**config.mk**
```make
export PLATFORM = sky130hd
export DESIGN_NAME = ordered_list_search_delete_unit
export DESIGN_NICKNAME = d
export VERILOG_FILES = /design/src/rtl/olsd_pkg.sv /design/src/rtl/olsd_ram.sv /design/src/rtl/ordered_list_search_delete_unit.sv
export VERILOG_INCLUDE_DIRS = /design/src /design/src/rtl
export SDC_FILE = /design/constraint.sdc
export NUM_CORES = 2
export LEC_CHECK = 0
export BUFFER_PORTS_ARGS = -buffer_cell sky130_fd_sc_hd__buf_2
export CAP_MARGIN = 20
export CORE_MARGIN = 3
export CORE_UTILIZATION = 49
export CTS_CLUSTER_DIAMETER = 40
export DETAILED_ROUTE_END_ITERATION = 16
export PLACE_DENSITY = 0.61
export SETUP_SLACK_MARGIN = 0.15
export SLEW_MARGIN = 0
export SYNTH_ARGS = -nofsm -noshare
export SYNTH_HDL_FRONTEND = slang
export SYNTH_SLANG_ARGS = --single-unit
```
**constraint.sdc**
```tcl
create_clock -name clk -period 5.6 [get_ports clk]
set_input_delay 0.84 -clock clk [delete_from_list [all_inputs] [get_ports clk]]
set_output_delay 0.84 -clock clk [all_outputs]
set_load 0.005 [all_outputs]
```
**src/rtl/assert_macros.svh**
```systemverilog
// assertion macros shared by the rtl of the ordered list search and delete unit
// expects a clock named clk and an active-low reset named rst_n in the using scope
`ifndef ASSERT_MACROS_SVH
`define ASSERT_MACROS_SVH

// property must hold at every clock edge outside reset
`define OLSD_ASSERT(label, prop) \
  label: assert property (@(posedge clk) disable iff (!rst_n) (prop)) \
    else $error("olsd assertion failed");

// condition must never be true outside reset
`define OLSD_NEVER(label, cond) \
  `OLSD_ASSERT(label, !(cond))

`endif

```
**src/rtl/olsd_pkg.sv**
```systemverilog
// shared constants, types and helpers of the ordered list search and delete unit
// no dependencies
package olsd_pkg;

  localparam int DEPTH = 64;
  localparam int IDX_W = (DEPTH > 2) ? $clog2(DEPTH) : 1;
  localparam int CNT_W = $clog2(DEPTH + 1);
  localparam int VAL_W = 32;
  localparam int ACT_W = 2;
  localparam int OCNT_W = 7;

  localparam logic [CNT_W-1:0] DEPTH_CNT = CNT_W'(DEPTH);

  localparam logic [ACT_W-1:0] ACT_APPEND = 2'd0;
  localparam logic [ACT_W-1:0] ACT_SEARCH = 2'd1;
  localparam logic [ACT_W-1:0] ACT_REMOVE = 2'd2;

  typedef enum logic [1:0] {
    ST_IDLE,
    ST_SCAN,
    ST_SHIFT,
    ST_DONE
  } state_t;

  function automatic logic [OCNT_W-1:0] count_to_port(input logic [CNT_W-1:0] c);
    logic [CNT_W+OCNT_W-1:0] ext;
    ext = (CNT_W + OCNT_W)'(c);
    return ext[OCNT_W-1:0];
  endfunction

endpackage

```
**src/rtl/olsd_ram.sv**
```systemverilog
// generic single-write, single-read synchronous ram with registered read data
// no dependencies
module olsd_ram #(
  parameter int WORDS = 64,
  parameter int DATA_W = 32,
  parameter int ADDR_W = (WORDS > 2) ? $clog2(WORDS) : 1
) (
  input  logic              clk,
  input  logic              wr_en,
  input  logic [ADDR_W-1:0] wr_addr,
  input  logic [DATA_W-1:0] wr_data,
  input  logic              rd_en,
  input  logic [ADDR_W-1:0] rd_addr,
  output logic [DATA_W-1:0] rd_data
);

  logic [DATA_W-1:0] mem [WORDS];
  logic [DATA_W-1:0] rd_data_r;

  always_ff @(posedge clk) begin
    if (wr_en) begin
      mem[wr_addr] <= wr_data;
    end
  end

  always_ff @(posedge clk) begin
    if (rd_en) begin
      rd_data_r <= mem[rd_addr];
    end
  end

  assign rd_data = rd_data_r;

endmodule

```
**src/rtl/ordered_list_search_delete_unit.sv**
```systemverilog
// top level of the ordered list search and delete unit
// depends on olsd_pkg, olsd_ram and assert_macros.svh
//
// Keeps up to DEPTH signed 32-bit values in arrival order in one synchronous
// ram, one entry read per cycle. One item is worked on at a time; the next
// item is taken as soon as the unit is idle, even while the last result still
// waits on the output register. Append and the unused action code go straight
// to the done state; a search scans from the head up to the first match or the
// current count; a remove also scans up to the first match, then does one read
// and one write per cycle to close the gap behind it. The single ram read port
// steps one entry per cycle. No clearing pass is needed after reset: only
// entries below the count are ever read.
`include "assert_macros.svh"

module ordered_list_search_delete_unit (
  input  logic                                      clk,
  input  logic                                      rst_n,
  input  logic                                      in_valid,
  output logic                                      in_stall,
  input  logic [olsd_pkg::ACT_W-1:0]                in_action,
  input  logic signed [olsd_pkg::VAL_W-1:0]         in_item_value,
  output logic                                      out_valid,
  input  logic                                      out_stall,
  output logic                                      out_hit,
  output logic                                      out_dropped,
  output logic [olsd_pkg::OCNT_W-1:0]               out_entry_count
);

  import olsd_pkg::*;

  state_t state_r, state_nxt;
  logic [ACT_W-1:0] act_r, act_nxt;
  logic [VAL_W-1:0] val_r, val_nxt;
  logic [CNT_W-1:0] cnt_r, cnt_nxt;
  logic [CNT_W-1:0] idx_r, idx_nxt;
  logic [CNT_W-1:0] pos_r, pos_nxt;
  logic             pend_r, pend_nxt;
  logic             res_hit_r, res_hit_nxt;
  logic             res_drop_r, res_drop_nxt;
  logic             out_valid_r, out_valid_nxt;
  logic             out_hit_r, out_hit_nxt;
  logic             out_dropped_r, out_dropped_nxt;
  logic [OCNT_W-1:0] out_cnt_r, out_cnt_nxt;

  logic             ram_we;
  logic [IDX_W-1:0] ram_wa;
  logic [VAL_W-1:0] ram_wd;
  logic             ram_re;
  logic [IDX_W-1:0] ram_ra;
  logic [VAL_W-1:0] ram_rd;

  logic in_xfer;
  logic issue;
  logic match;

  olsd_ram #(
    .WORDS  (DEPTH),
    .DATA_W (VAL_W),
    .ADDR_W (IDX_W)
  ) u_ram (
    .clk     (clk),
    .wr_en   (ram_we),
    .wr_addr (ram_wa),
    .wr_data (ram_wd),
    .rd_en   (ram_re),
    .rd_addr (ram_ra),
    .rd_data (ram_rd)
  );

  assign in_stall = (state_r != ST_IDLE);
  assign in_xfer  = in_valid && !in_stall;
  assign issue    = (idx_r < cnt_r);
  assign match    = pend_r && (ram_rd == val_r);

  always_ff @(posedge clk) begin
    if (!rst_n) begin
      state_r     <= ST_IDLE;
      cnt_r       <= '0;
      pend_r      <= 1'b0;
      out_valid_r <= 1'b0;
    end else begin
      state_r     <= state_nxt;
      cnt_r       <= cnt_nxt;
      pend_r      <= pend_nxt;
      out_valid_r <= out_valid_nxt;
    end
  end

  always_ff @(posedge clk) begin
    act_r         <= act_nxt;
    val_r         <= val_nxt;
    idx_r         <= idx_nxt;
    pos_r         <= pos_nxt;
    res_hit_r     <= res_hit_nxt;
    res_drop_r    <= res_drop_nxt;
    out_hit_r     <= out_hit_nxt;
    out_dropped_r <= out_dropped_nxt;
    out_cnt_r     <= out_cnt_nxt;
  end

  always_comb begin
    state_nxt       = state_r;
    act_nxt         = act_r;
    val_nxt         = val_r;
    cnt_nxt         = cnt_r;
    idx_nxt         = idx_r;
    pos_nxt         = pos_r;
    pend_nxt        = 1'b0;
    res_hit_nxt     = res_hit_r;
    res_drop_nxt    = res_drop_r;
    out_valid_nxt   = out_valid_r && out_stall;
    out_hit_nxt     = out_hit_r;
    out_dropped_nxt = out_dropped_r;
    out_cnt_nxt     = out_cnt_r;
    ram_we          = 1'b0;
    ram_wa          = cnt_r[IDX_W-1:0];
    ram_wd          = in_item_value;
    ram_re          = 1'b0;
    ram_ra          = idx_r[IDX_W-1:0];

    unique case (state_r)
      ST_IDLE: begin
        if (in_xfer) begin
          act_nxt      = in_action;
          val_nxt      = in_item_value;
          idx_nxt      = '0;
          res_hit_nxt  = 1'b0;
          res_drop_nxt = 1'b0;
          priority case (in_action)
            ACT_APPEND: begin
              if (cnt_r < DEPTH_CNT) begin
                ram_we  = 1'b1;
                cnt_nxt = cnt_r + 1'b1;
              end else begin
                res_drop_nxt = 1'b1;
              end
              state_nxt = ST_DONE;
            end
            ACT_SEARCH, ACT_REMOVE: begin
              state_nxt = ST_SCAN;
            end
            default: begin
              state_nxt = ST_DONE;
            end
          endcase
        end
      end

      ST_SCAN: begin
        if (match) begin
          res_hit_nxt = 1'b1;
          if (act_r == ACT_REMOVE) begin
            idx_nxt   = pos_r + 1'b1;
            state_nxt = ST_SHIFT;
          end else begin
            state_nxt = ST_DONE;
          end
        end else if (issue) begin
          ram_re   = 1'b1;
          pend_nxt = 1'b1;
          pos_nxt  = idx_r;
          idx_nxt  = idx_r + 1'b1;
        end else if (!pend_r) begin
          state_nxt = ST_DONE;
        end
      end

      ST_SHIFT: begin
        // pos_r is the write pointer, idx_r the read pointer ahead of it
        if (pend_r) begin
          ram_we  = 1'b1;
          ram_wa  = pos_r[IDX_W-1:0];
          ram_wd  = ram_rd;
          pos_nxt = pos_r + 1'b1;
        end
        if (issue) begin
          ram_re   = 1'b1;
          pend_nxt = 1'b1;
          idx_nxt  = idx_r + 1'b1;
        end else if (!pend_r) begin
          cnt_nxt   = cnt_r - 1'b1;
          state_nxt = ST_DONE;
        end
      end

      ST_DONE: begin
        if (!out_valid_r || !out_stall) begin
          out_valid_nxt   = 1'b1;
          out_hit_nxt     = res_hit_r;
          out_dropped_nxt = res_drop_r;
          out_cnt_nxt     = count_to_port(cnt_r);
          state_nxt       = ST_IDLE;
        end
      end

      default: begin
        state_nxt = ST_IDLE;
      end
    endcase
  end

  assign out_valid       = out_valid_r;
  assign out_hit         = out_hit_r;
  assign out_dropped     = out_dropped_r;
  assign out_entry_count = out_cnt_r;

  // assertions
  `OLSD_NEVER(a_cnt_bound, cnt_r > DEPTH_CNT)
  `OLSD_ASSERT(a_wr_in_range, ram_we |-> (CNT_W'(ram_wa) <= cnt_r))
  `OLSD_ASSERT(a_shift_on_remove, (state_r == ST_SHIFT) |-> (act_r == ACT_REMOVE))
  `OLSD_NEVER(a_hit_drop_excl, out_valid_r && out_hit_r && out_dropped_r)

endmodule

```
### Word-level counts from Yosys, hierarchy flattened

Memories as Yosys holds them, arrays and structs flattened. A register that Yosys moved wholly into a read port is not among the register bits.
Cells that the tools add are included.

| cells by class | value |
|---|---|
| $add $sub $neg | 4 |
| order comparisons | 2 |
| reduce and logical (&&, ||, !) cells | 22 |
| equal/unequal tests | 18 |
| multiplexer cells | 43 |

Operator list:

| cell | number |
|---|---|
| $mux W7 | 12 |
| $mux W32 | 2 |
| $eq A32 B32 Y1 | 1 |
| $pmux W7 S2 | 2 |
| $add A7 B1 Y7 const B | 3 |
| $pmux W7 S3 | 1 |
| $ne A2 B2 Y1 const B | 9 |
| $mux W1 | 14 |
| $mux W2 | 6 |
| $mux W6 | 2 |
| $eq A2 B2 Y1 const B | 4 |
| $pmux W2 S4 | 1 |
| $reduce_bool A2 Y1 | 4 |
| $lt A7 B7 Y1 | 1 |
| $lt A7 B7 Y1 const B | 1 |
| $sub A7 B1 Y7 const B | 1 |
| $pmux W1 S2 | 3 |
| $reduce_and A2 Y1 | 3 |
| $reduce_and A3 Y1 | 2 |
| $reduce_and A6 Y1 | 1 |
| $eq A2 B1 Y1 const B | 2 |
| $logic_not A2 Y1 | 2 |
| $reduce_and A4 Y1 | 1 |
| $logic_and A1 B1 Y1 | 3 |
| other kinds (6) | 8 |

| storage, ports and cells | value |
|---|---|
| register bits | 70 |
| output and inout port bits | 11 |
| bits in writable memories | 2048 |
| memories | 1 |
| logic and storage cells | 103 |

Memories:

| name | words | width | read ports | clocked after Yosys merged registers in | wr ports | RTL line | RTL |
|---|---|---|---|---|---|---|---|
| u_ram.mem | 64 | 32 | 1 | 1 | 1 | olsd_ram.sv:17 | `logic [DATA_W-1:0] mem [WORDS];` |

### Longest topological paths before layout

| depth | value |
|---|---|
| word-level depth | 7 |
| depth in mapped cells | 11 |
| gate-level depth less buffers | 9 |

### Hierarchy

A second synthesis with hierarchy kept.

| unflattened totals | value |
|---|---|
| cell total of the unflattened synthesis | 3687 |
| area, all modules | 82950.8 µm² |

By module, submodules not included:

| module | area each (µm²) | times used | seq. area each (µm²) | cells each |
|---|---|---|---|---|
| olsd_ram | 78835.6 | 1 | 62459.9 | 3324 |
| ordered_list_search_delete_unit | 4115.2 | 1 | 1991.9 | 363 |

### Worst setup path before layout

Ideal clock, no wire load.

| timing path | value |
|---|---|
| path type | input to register |
| start point | input port in_valid |
| end point | memory u_ram.mem[17][0] (enable) |
| path slack | 1.366 ns |
| data arrival time | 3.813 ns |
| stages | 5 |
| data required time | 5.179 ns |
| cell sequence | and2_1 nand2_1 a21oi_1 nand2_1 nor2_1 |

| on the way | value |
|---|---|
| cells in the longest elaborated chain, start to end | 5 |

Ends and longest elaborated chain:

| what | RTL line | RTL |
|---|---|---|
| start, declared | ordered_list_search_delete_unit.sv:18 | `input logic in_valid,` |
| $logic_and A1 B1 Y1 | ordered_list_search_delete_unit.sv:71 | `assign in_xfer = in_valid && !in_stall;` |
| $mux W1 | ordered_list_search_delete_unit.sv:123 | `if (in_xfer) begin` |
| $pmux W1 S2 | ordered_list_search_delete_unit.sv:121 | `unique case (state_r)` |
| $mux W1 | olsd_ram.sv:21 | `if (wr_en) begin` |
| $mux W1 (implied by the code) | olsd_ram.sv:22 | `mem[wr_addr] <= wr_data;` |
| end, declared | olsd_ram.sv:17 |  |

No other way between the ends.

### Worst setup path in the final report

| timing path | value |
|---|---|
| start point | register idx_r[0] |
| end point | register u_ram.rd_data_r[13], in the netlist u_ram.rd_data[13] (read register of u_ram.mem) (data pin) |

| on the way | value |
|---|---|
| cells in the longest elaborated chain, start to end | 4 |

Ends and longest elaborated chain:

| what | RTL line | RTL |
|---|---|---|
| start, declared | ordered_list_search_delete_unit.sv:35 | `logic [CNT_W-1:0] idx_r, idx_nxt;` |
| start signal, assigned | ordered_list_search_delete_unit.sv:92 | `idx_r <= idx_nxt;` |
| $lt A7 B7 Y1 | ordered_list_search_delete_unit.sv:72 | `assign issue = (idx_r < cnt_r);` |
| $mux W1 | ordered_list_search_delete_unit.sv:158, ordered_list_search_delete_unit.sv:176 |  |
| $mux W1 | ordered_list_search_delete_unit.sv:150 | `if (match) begin` |
| $pmux W1 S2 | ordered_list_search_delete_unit.sv:121 |  |
| end, declared | olsd_ram.sv:18 | `logic [DATA_W-1:0] rd_data_r;` |

Several ways; a longest one is shown, not always the timed one.
A chain may end at the register's enable or synchronous reset.

==> results.sh <==
export IMPL_timing_rr_start="idx_r[0]$_DFFE_PP_"
export IMPL_slew_headroom_pct=24.5
export IMPL_core_region_area_um2=170000
export IMPL_cp_arrival_ns=4.80
export IMPL_power_frac_seq_pct=37.6
export IMPL_dp_hpwl_mm=141
export IMPL_cts_hold_buffers=0
export IMPL_portBuffers=48
export IMPL_io_pins=49
export IMPL_regToRegSetupSlack_ns=1.38
export IMPL_fmax_mhz=237
export IMPL_antenna_found_initial=16
export IMPL_gr_usage_met3_pct=6.11
export IMPL_dr_total_vias=43789
export IMPL_cts_resized=0
export IMPL_avgSynthCellArea_um2=20.0
export IMPL_wl_mm=233
export IMPL_clkSlewWorstSetupHoldPaths_ns=0.06
export IMPL_finalCritPeriodShare_pct=75.4
export IMPL_fin_skew_ns=0.0502
export IMPL_cts_setup_buffers=0
export IMPL_switching_share_pct=31.5
export IMPL_grt_pass1_vias=42987
export IMPL_drive_above_1_share_pct=23.6
export IMPL_synth_flop_cell="edfxtp_1"
export IMPL_cts_inserted_buffers=283
export IMPL_final_nets=4524
export IMPL_grt_max_degree=79
export IMPL_final_util_pct=57.3
export IMPL_maxCapViolCount=0
export IMPL_worstMarginPinSlew_ns=1.13
export IMPL_rsz0062_at_grt="no"
export IMPL_synth_enable_flop_cells=2139
export IMPL_grtUsageTotal_pct=26.5
export IMPL_critPathLaunchType="register"
export IMPL_worstSetupEndpointType="register"
export IMPL_drv_slew=0
export IMPL_switchingPower_mw=15.5
export IMPL_hold_viol=0
export IMPL_grt_busiest_layer="met2"
export IMPL_drt_pass1_iterations=6
export IMPL_ys_seq_area_share_pct=76.7
export IMPL_ir_drop_uv=344
export IMPL_netlist_instances=4206
export IMPL_synthDistinctLibCells=53
export IMPL_ys_ff_latch=2150
export IMPL_dieArea_um2=177000
export IMPL_drtAntennaViolNets=0
export IMPL_power_frac_clock_pct=35.9
export IMPL_grt_pass1_wl_mm=328
export IMPL_crit_path_start="idx_r[0]$_DFFE_PP_"
export IMPL_routabilityCongestion=0.896
export IMPL_fin_area_um2=97300
export IMPL_clock_sink_count=2150
export IMPL_cts_max_level=5
export IMPL_wire_per_inst_um=33.8
export IMPL_globalRouteMet2Util_pct=41.5
export IMPL_syn_area_um2=84100
export IMPL_final_seq_area_um2=64500
export IMPL_cts_root_buf="clkbuf_16"
export IMPL_cts_tree="done"
export IMPL_timing_final_crit_period_ns=4.22
export IMPL_drcViolationCount=0
export IMPL_p_comb_share_pct=26.5
export IMPL_overflow=0
export IMPL_cts_buffer_depth=4
export IMPL_setup_tns_ns=0
export IMPL_holdWs_ns=0.131
export IMPL_path_max_fanout=65
export IMPL_first_iter_violations=5380
export IMPL_fillers=12428
export IMPL_async_flop_share_pct=0
export IMPL_multiInputGateArea_um2=18900
export IMPL_power_total_mw=49.3
export IMPL_yosys_warnings=0
export IMPL_clock_latency_ns=0.90
export IMPL_crit_type="register to register"
export IMPL_rows=151
export IMPL_p_per_area_nw_per_um2=507
export IMPL_dieHeight_um=420
export IMPL_r2r_end="u_ram.rd_data[13]$_DFFE_PP_"
export IMPL_dieWidth_um=420
export IMPL_hold_path_class="primary input to register"
export IMPL_use_met1_pct=36.5
export IMPL_post_dp_cell_area_um2=88000
export IMPL_setup_viol=0
export IMPL_syn_num_nets=4264
export IMPL_cp_endpoint="u_ram.rd_data[13]$_DFFE_PP_"
export IMPL_reg2regPathDepth=8
export IMPL_avgViaCountPerCell=6.35
export IMPL_p_leak_nw=30.9
export IMPL_start_util_pct=49.5
export IMPL_required_ns=6.18
export IMPL_status="finished, final reports clean"
export IMPL_area_delta_synth_final_pct=15.7
export IMPL_p_int_mw=33.8
==> stage by stage <==
step	std cells	setup WS (ns)
floorplan	4206	1.37
global placement	6391	1.23
detailed placement	6396	1.20
CTS	6886	1.43
global route	6889	1.24
finish	6899	1.38
==> routing by layer <==
layer | part of all wire [%] | up-vias
met3 | 9.1 | 421
met1 | 39 | 23141
li1 | - | 18121
met4 | 4.0 | 0
met5 | 0 | -
met2 | 48 | 2106
==> layout by cell type (no fill, tap or decap), types with 25 or more instances in the layout <==
cell type / netlist / layout
mux4_2: 332 / 332
edfxtp_1: 2139 / 2139
nand2_1: 99 / 97
o22ai_1: 71 / 71
clkbuf_16: 0 / 291
nor2_4: 0 / 65
buf_12: 0 / 26
a21oi_1: 115 / 115
xnor2_1: 34 / 34
mux2i_1: 412 / 412
clkinv_2: 0 / 39
nor3_1: 52 / 52
a211oi_1: 30 / 30
inv_6: 0 / 27
buf_4: 52 / 127
o221ai_1: 172 / 172
o22a_1: 25 / 25
clkinvlp_4: 0 / 28
bufinv_16: 0 / 29
nor2_1: 166 / 100
nand3_1: 29 / 29
o21ai_0: 65 / 65
buf_2: 28 / 49
clkinv_1: 1 / 28
==> critical path, stage by stage (launching register included) <==
cell and delay (ns):
edfxtp_1 0.75, buf_12 0.28, buf_12 0.39, buf_4 0.43, mux4_2 0.55, o22ai_1 0.15
a211oi_1 0.12, a21oi_1 0.85, o21ai_0 0.22
==> synthesized netlist by cell type, types with 5 or more instances <==
library cell     n  share of area (%)
edfxtp_1      2139                 76
mux2i_1        412                4.9
mux4_2         332                8.9
o221ai_1       172                1.8
nor2_1         166               0.74
clkbuf_1       116               0.52
a21oi_1        115               0.68
nand2_1         99               0.44
o22ai_1         71               0.53
o21ai_0         65               0.39
buf_4           52               0.46
nor3_1          52               0.31
mux2_2          35               0.47
xnor2_1         34               0.35
a211oi_1        30               0.27
nand3_1         29               0.17
buf_2           28               0.17
o22a_1          25               0.26
buf_1           21              0.094
ha_1            19               0.28
inv_1           19              0.085
nor4_1          18               0.13
o41ai_1         17               0.18
or2_2           16               0.12
buf_6           14               0.19
nand2b_1        13              0.097
xor2_1          13               0.14
nand4_1         12              0.089
dfxtp_1         11               0.26
a22oi_1         10              0.089
and2_1           5              0.037
o211ai_1         5              0.045
==> logic make-up after synthesis <==
kind of cell / after synthesis / share of synthesized area, %
XOR/XNOR: 47 / 0.490
AND/OR/NAND/NOR: 421 / 2.23
buffers and inverters: 252 / 1.52
adder cells (fa/ha/maj): 20 / 0.307
multiplexers: 779 / 14.3
flip-flops: 2150 / 76.7
AO/OA/AOI/OAI: 537 / 4.50
==> flip-flops by register name, indices dropped and copies added (netlist names), 2 cells and up <==
name             count
state_r              2
val_r               32
pos_r                7
cnt_r                7
u_ram.mem         2048
idx_r                7
u_ram.rd_data       32
out_entry_count      7
act_r                2
==> power groups by stage <==
stage / logic (mW) / clock network, mW / registers [mW]
after floorplan: 8.25 / 0 / 18.7
after global placement: 12.9 / 0 / 18.9
after detailed placement: 13.0 / 0 / 18.9
after CTS: 13.0 / 18.0 / 18.5
after global routing: 13.6 / 18.6 / 18.6
final: 13.1 / 17.7 / 18.6
==> how the worst min path moves through the flow <==
stage,start,endpoint,slack [ns],depth (start not counted)
finish,in_item_value[31],val_r[31]$_DFFE_PP_,0.13,1
global route,in_item_value[31],val_r[31]$_DFFE_PP_,0.09,1
CTS,in_item_value[31],val_r[31]$_DFFE_PP_,0.07,1
detailed placement,res_hit_r$_DFFE_PP_,out_hit$_DFFE_PP_,0.41,0
global placement,res_hit_r$_DFFE_PP_,out_hit$_DFFE_PP_,0.41,0
floorplan,res_drop_r$_SDFFCE_PP0P_,out_dropped$_DFFE_PP_,0.40,0
==> layout make-up <==
type,count,share of cell area (%)
clock inverters,177,1.93
clock buffers,313,7.57
flip-flops and latches,2150,66.3
well taps,2218,2.85
inverters,21,0.0836
diodes,10,0.0257
repair buffers,206,1.88
multi-input cells,1804,19.4
Power figures use the tool's default switching activity.
